`config.mk`:
```
export PLATFORM = sky130hd
export DESIGN_NAME = lgs_ctrl
export DESIGN_NICKNAME = d
export VERILOG_FILES = /design/src/hw/rtl/lgs_pkg.sv /design/src/hw/rtl/lgs_ctrl.sv
export SDC_FILE = /design/constraint.sdc
export NUM_CORES = 1
export LEC_CHECK = 0
export BUFFER_PORTS_ARGS = -buffer_cell sky130_fd_sc_hd__clkbuf_2
export CAP_MARGIN = 5
export CORE_AREA = 2 2 39 41
export CTS_CLUSTER_SIZE = 8
export DETAILED_ROUTE_END_ITERATION = 8
export DIE_AREA = 0 0 41 43
export REMOVE_ABC_BUFFERS = 1
export SLEW_MARGIN = 10
export SYNTH_ARGS = -nofsm -noshare
export SYNTH_HDL_FRONTEND = slang
export SYNTH_SLANG_ARGS = --single-unit
```
`constraint.sdc`:
```
create_clock -name clock -period 3.33 [get_ports clock]
set_input_delay 0.333 -clock clock [delete_from_list [all_inputs] [get_ports clock]]
set_output_delay 0.333 -clock clock [all_outputs]
set_load 0.02 [all_outputs]
```
`src/hw/rtl/lgs_pkg.sv`:
```
// Shared types, field widths and codes for the life grid generation step block.
`default_nettype none

package lgs_pkg;

   // Field widths of the request and response channels
   localparam int CMD_W   = 2;
   localparam int COORD_W = 6;
   localparam int COUNT_W = 4;

   // Default grid size
   localparam int GRID_COLS_DEF = 64;
   localparam int GRID_ROWS_DEF = 64;

   // B3/S23 neighbour counts
   localparam logic [COUNT_W-1:0] BIRTH_COUNT   = COUNT_W'(3);
   localparam logic [COUNT_W-1:0] SURVIVE_COUNT = COUNT_W'(2);

   // Request commands
   localparam logic [CMD_W-1:0] CMD_WRITE = 2'd0;
   localparam logic [CMD_W-1:0] CMD_READ  = 2'd1;
   localparam logic [CMD_W-1:0] CMD_STEP  = 2'd2;

   typedef enum logic [3:0] {
      ST_IDLE,
      ST_DECODE,
      ST_FETCH_PREV,
      ST_FETCH_MID,
      ST_FETCH_NEXT,
      ST_RUN,
      ST_WR_FETCH,
      ST_WR_COMMIT,
      ST_RESULT
   } lgs_state_type;

   // Read pointer operations
   typedef enum logic [1:0] {
      RP_HOLD,
      RP_PREV,
      RP_BASE,
      RP_INC
   } lgs_rp_op_type;

   // Write data sources
   typedef enum logic {
      WSRC_PATCH,
      WSRC_NEXT
   } lgs_wsrc_type;

   // Controller to datapath commands
   typedef struct packed {
      logic          capture;
      lgs_rp_op_type rp_op;
      logic          rd_en;
      logic          shift;
      logic          save_first;
      logic          scan_clr;
      logic          scan_inc;
      logic          wr_en;
      lgs_wsrc_type  wr_src;
      logic          rsp_load;
   } lgs_cmd_type;

   // Datapath to controller status
   typedef struct packed {
      logic [CMD_W-1:0] command;
      logic             in_range;
      logic             scan_last;
   } lgs_status_type;

endpackage

`default_nettype wire

```
`src/hw/rtl/lgs_ctrl.sv`:
```
// Controller: sequences writes, reads and generation scans over the datapath.
`default_nettype none

module lgs_ctrl
   import lgs_pkg::*;
(
   input  wire logic           clock,
   input  wire logic           reset,
   input  wire logic           req_valid,
   output logic                req_ready,
   input  wire logic           rsp_ready,
   output logic                rsp_valid,
   input  wire lgs_status_type status,
   output lgs_cmd_type         cmd
);

   lgs_state_type state_ff, state_in;
   logic          rsp_valid_ff, rsp_valid_in;
   logic          rsp_free;

   assign rsp_free = !rsp_valid_ff || rsp_ready;

   // Next state
   always_comb begin
      state_in = state_ff;
      unique case (state_ff)
         ST_IDLE: begin
            if (req_valid) begin
               state_in = ST_DECODE;
            end
         end
         ST_DECODE: begin
            priority if ((status.command == CMD_WRITE) && status.in_range) begin
               state_in = ST_WR_FETCH;
            end else if ((status.command == CMD_READ) && status.in_range) begin
               state_in = ST_FETCH_PREV;
            end else if (status.command == CMD_STEP) begin
               state_in = ST_FETCH_PREV;
            end else begin
               state_in = ST_RESULT;
            end
         end
         ST_FETCH_PREV: state_in = ST_FETCH_MID;
         ST_FETCH_MID:  state_in = ST_FETCH_NEXT;
         ST_FETCH_NEXT: state_in = (status.command == CMD_STEP) ? ST_RUN : ST_RESULT;
         ST_RUN: begin
            if (status.scan_last) begin
               state_in = ST_RESULT;
            end
         end
         ST_WR_FETCH:  state_in = ST_WR_COMMIT;
         ST_WR_COMMIT: state_in = ST_RESULT;
         ST_RESULT: begin
            if (rsp_free) begin
               state_in = ST_IDLE;
            end
         end
         default: state_in = ST_IDLE;
      endcase
   end

   // Datapath commands
   always_comb begin
      cmd            = '0;
      cmd.rp_op      = RP_HOLD;
      cmd.wr_src     = WSRC_PATCH;
      unique case (state_ff)
         ST_IDLE: begin
            cmd.capture = req_valid;
         end
         ST_DECODE: begin
            cmd.rp_op    = (status.command == CMD_WRITE) ? RP_BASE : RP_PREV;
            cmd.scan_clr = 1'b1;
         end
         ST_FETCH_PREV: begin
            cmd.rd_en = 1'b1;
            cmd.rp_op = RP_INC;
         end
         ST_FETCH_MID: begin
            cmd.rd_en = 1'b1;
            cmd.rp_op = RP_INC;
            cmd.shift = 1'b1;
         end
         ST_FETCH_NEXT: begin
            cmd.rd_en      = 1'b1;
            cmd.rp_op      = RP_INC;
            cmd.shift      = 1'b1;
            cmd.save_first = 1'b1;
         end
         ST_RUN: begin
            cmd.rd_en    = 1'b1;
            cmd.rp_op    = RP_INC;
            cmd.shift    = 1'b1;
            cmd.scan_inc = 1'b1;
            cmd.wr_en    = 1'b1;
            cmd.wr_src   = WSRC_NEXT;
         end
         ST_WR_FETCH: begin
            cmd.rd_en = 1'b1;
         end
         ST_WR_COMMIT: begin
            cmd.wr_en  = 1'b1;
            cmd.wr_src = WSRC_PATCH;
         end
         ST_RESULT: begin
            cmd.rsp_load = rsp_free;
         end
         default: begin
            cmd.capture = 1'b0;
         end
      endcase
   end

   // Response valid: set on load, drop on transfer
   always_comb begin
      rsp_valid_in = rsp_valid_ff;
      if (cmd.rsp_load) begin
         rsp_valid_in = 1'b1;
      end else if (rsp_ready) begin
         rsp_valid_in = 1'b0;
      end
   end

   always_ff @(posedge clock) begin
      if (reset) begin
         state_ff     <= ST_IDLE;
         rsp_valid_ff <= 1'b0;
      end else begin
         state_ff     <= state_in;
         rsp_valid_ff <= rsp_valid_in;
      end
   end

   assign req_ready = (state_ff == ST_IDLE);
   assign rsp_valid = rsp_valid_ff;

   // A waiting response is never overwritten
   a_no_overrun: assert property (@(posedge clock) disable iff (reset)
      cmd.rsp_load |-> rsp_free)
      else $error("response overwritten before transfer");

   // An accepted request is decoded in the next cycle
   a_accept_decode: assert property (@(posedge clock) disable iff (reset)
      (req_valid && req_ready) |=> (state_ff == ST_DECODE))
      else $error("accepted request not decoded");

   // The scan ends on the last column
   a_scan_end: assert property (@(posedge clock) disable iff (reset)
      ((state_ff == ST_RUN) && status.scan_last) |=> (state_ff == ST_RESULT))
      else $error("generation scan did not end on last column");

   // A loaded response shows valid next cycle
   a_load_valid: assert property (@(posedge clock) disable iff (reset)
      cmd.rsp_load |=> rsp_valid_ff)
      else $error("loaded response not valid");

endmodule

`default_nettype wire

```
==> flow_summary_export.csv <==
group,metric,value,unit
grt,grt_pass1_vias,391,
layout,final_cell_mix,"clkbuf_2 (20), a21oi_1 (6), nor2_1 (5), nor3_1 (5), dfxtp_1 (5)",
power,clkPwrFrac,0.304,
route,viasPerCell,4.92,
layout,area_delta_synth_final,20.7,%
power,switching_share,0.388,
grt,antenna_found_initial,0,
place,io_buffers,20,
synth,synth_area,447,um^2
power,power_frac_comb,0.360,
grt,grt_pass1_wl,1650,um
die,die-area,0.00176,mm^2
synth,syn-mean-instance-area,7.70,um^2
cts,cts_buffers,3,
worst_setup_path,crit_fanout,15,
synth,synthFlopType,"dfxtp_1",
power,power.net_switching,93.9,uW
power,p_seq_frac,0.336,
cts,cts_root_buf,"clkbuf_4",
die,die_h,43,um
worst_setup_path,cpPeakStageDelay,0.48,ns
place,place_hpwl,727,um
synth,yosys_register_bits,5,
layout,diodes,0,
cts,post_cts_buffers,0,
die,initial_core_util,0.323,
layout,drive_gt1_frac,0.382,
worst_setup_path,crit_buf_inv,1,
timing,tightest_slew,0.478,ns
worst_setup_path,path_class,"register to output port",
timing,finalCritPeriodShare,0.562,
cts,cts.path.max_buffers,2,
power,power,242,uW
die,fp.dieW,41,um
power,ir_worst_vdd,0.202,mV
route,drc,0,
run,drv_cap,0,
timing,finalHoldViolCount,0,
synth,yosysSeqAreaShare,0.224,
power,power_leakage,0.000255,uW
cts,clk_pin_slew,0.05,ns
timing,final_max_slew_viol_count,0,
route,wire_per_inst,10.8,um
synth,synth-async-reset-ratio,0,
min_path,hold_path.class,"primary input to register",
grt,grt_start_max_net_pins,17,
cts,cts_tree,"yes",
grt,grt_overflow,0,
timing,final.setup.tns,0,ns
cts,h-tree-depth,1,
route,ant_nets,0,
worst_setup_path,slowest_stage,"nor4_1",
timing,relSlewSlack,0.681,
synth,ys_warn_count,0,
cts,cts_sinks,5,
die,core,0.00138,mm^2
synth,syn_inst,58,
cts,ctsHoldBuffers,0,
worst_setup_path,cp_cell_sequence,"nor4_1, and2_2, clkbuf_2",
route,wirelength,989,um
worst_setup_path,crit_family,"simple AND/OR/NAND/NOR gates",
timing,layout_min_cycle_time,1.87,ns
power,internal_power,148,uW
layout,nNetsFinal,85,
worst_setup_path,cp.required,3.00,ns
power,powerDensity,449,mW/mm^2
route,drt_iter0_drc,8,
cts,cts_resized,0,
cts,clk_latency,0.25,ns
layout,final_common_cell,"clkbuf_2",
route,first_pass_iters,4,
worst_setup_path,start_kind,"register",
grt,grt_usage,0.143,
die,rows,14,
timing,grt_setup_unrepaired,"false",
synth,synth_edf_count,0,
place,gp_congestion,0.778,
die,ioPinCount,21,
layout,fill_cells,142,
timing,clock_skew,0.00160,ns
timing,timing.fmax,535,MHz
worst_setup_path,endpoint_kind,"output port",
timing,setup_viol,0,
route,via_count,453,
status,status,"finished, final reports clean",
worst_setup_path,arrival,1.54,ns
synth,ys_types,30,
flip-flops by register name (all words and copies together) (netlist names):
name and flops:
rsp_valid 1, state_ff 4
area by class of cell:
type                       count  area [um^2]  share of cell area
clock buffer                   4         26.3              0.0487
sequential                     5          100               0.186
tap                           16         20.0              0.0371
timing repair buffer          20          100               0.186
inverter                       2         7.51              0.0139
multi-input combinational     45          285               0.529
cells by family (layout without fill, tap and decap cells):
| logic type | after synthesis | in the layout | share of synthesized area |
|---|---|---|---|
| simple gates | 29 | 29 | 0.381 |
| compound gates | 14 | 14 | 0.216 |
| buf+inv | 8 | 26 | 0.137 |
| flops | 5 | 5 | 0.224 |
| xor+xnor | 1 | 1 | 0.0196 |
| mux | 1 | 1 | 0.0224 |
metrics by stage:
step                utilization  setup slack [ns]  hold slack, ns  cell area, um^2  instances
finish                    0.390              1.46           0.297              539         92
global route              0.390              1.26           0.295              539         92
floorplan                     -              1.39           0.402              393         52
global placement          0.371              1.70           0.557              513         88
CTS                       0.390              1.43           0.289              539         92
detailed placement        0.371              1.70           0.554              513         88
Yosys cell counts, types with 2 or more instances:
master    instances  area share
a21oi_1           6       0.067
dfxtp_1           5        0.22
nor2_1            5       0.042
nor3_1            5       0.056
buf_6             3       0.076
nand2_1           3       0.025
nor2b_1           3       0.042
buf_4             2       0.034
inv_1             2       0.017
nand2b_1          2       0.028
nor3b_1           2       0.034
o21ai_0           2       0.022
final timing paths:
path         slack [ns]  cells past startpoint                startpoint                        to
max                1.46                      3  state_ff[1]$_SDFFE_PP0P_                   cmd[10]
min                0.30                      2                     reset    rsp_valid$_SDFFE_PP0P_
max reg2reg        1.93                      3  state_ff[0]$_SDFFE_PP0P_  state_ff[0]$_SDFFE_PP0P_
min reg2reg        0.58                      2    rsp_valid$_SDFFE_PP0P_    rsp_valid$_SDFFE_PP0P_
per-layer routing:
layer | vias up | global-route usage | share of wire
li1 | 240 | - | -
met1 | 195 | 0.187 | 0.47
met4 | 0 | 0.120 | 0
met3 | 0 | 0.0524 | 0.066
met2 | 18 | 0.175 | 0.47
met5 | - | 0 | 0
worst reg2reg max path, cell delays in order, from the launching register on:
cell and delay, ns:
dfxtp_1 0.61, nor4_1 0.14, a211o_1 0.34, o31ai_2 0.22
power by group through the flow:
stage	logic, uW	registers [uW]	clock network [uW]
4_1_cts	88.2	81.1	77.5
6_report	87.2	81.3	73.7
5_1_grt	95.7	83.4	79.9
3_3_place_gp	88.1	81.9	0
3_5_place_dp	87.7	82.4	0
2_1_floorplan	61.0	78.9	0
Power figures use the tool's default switching activity.
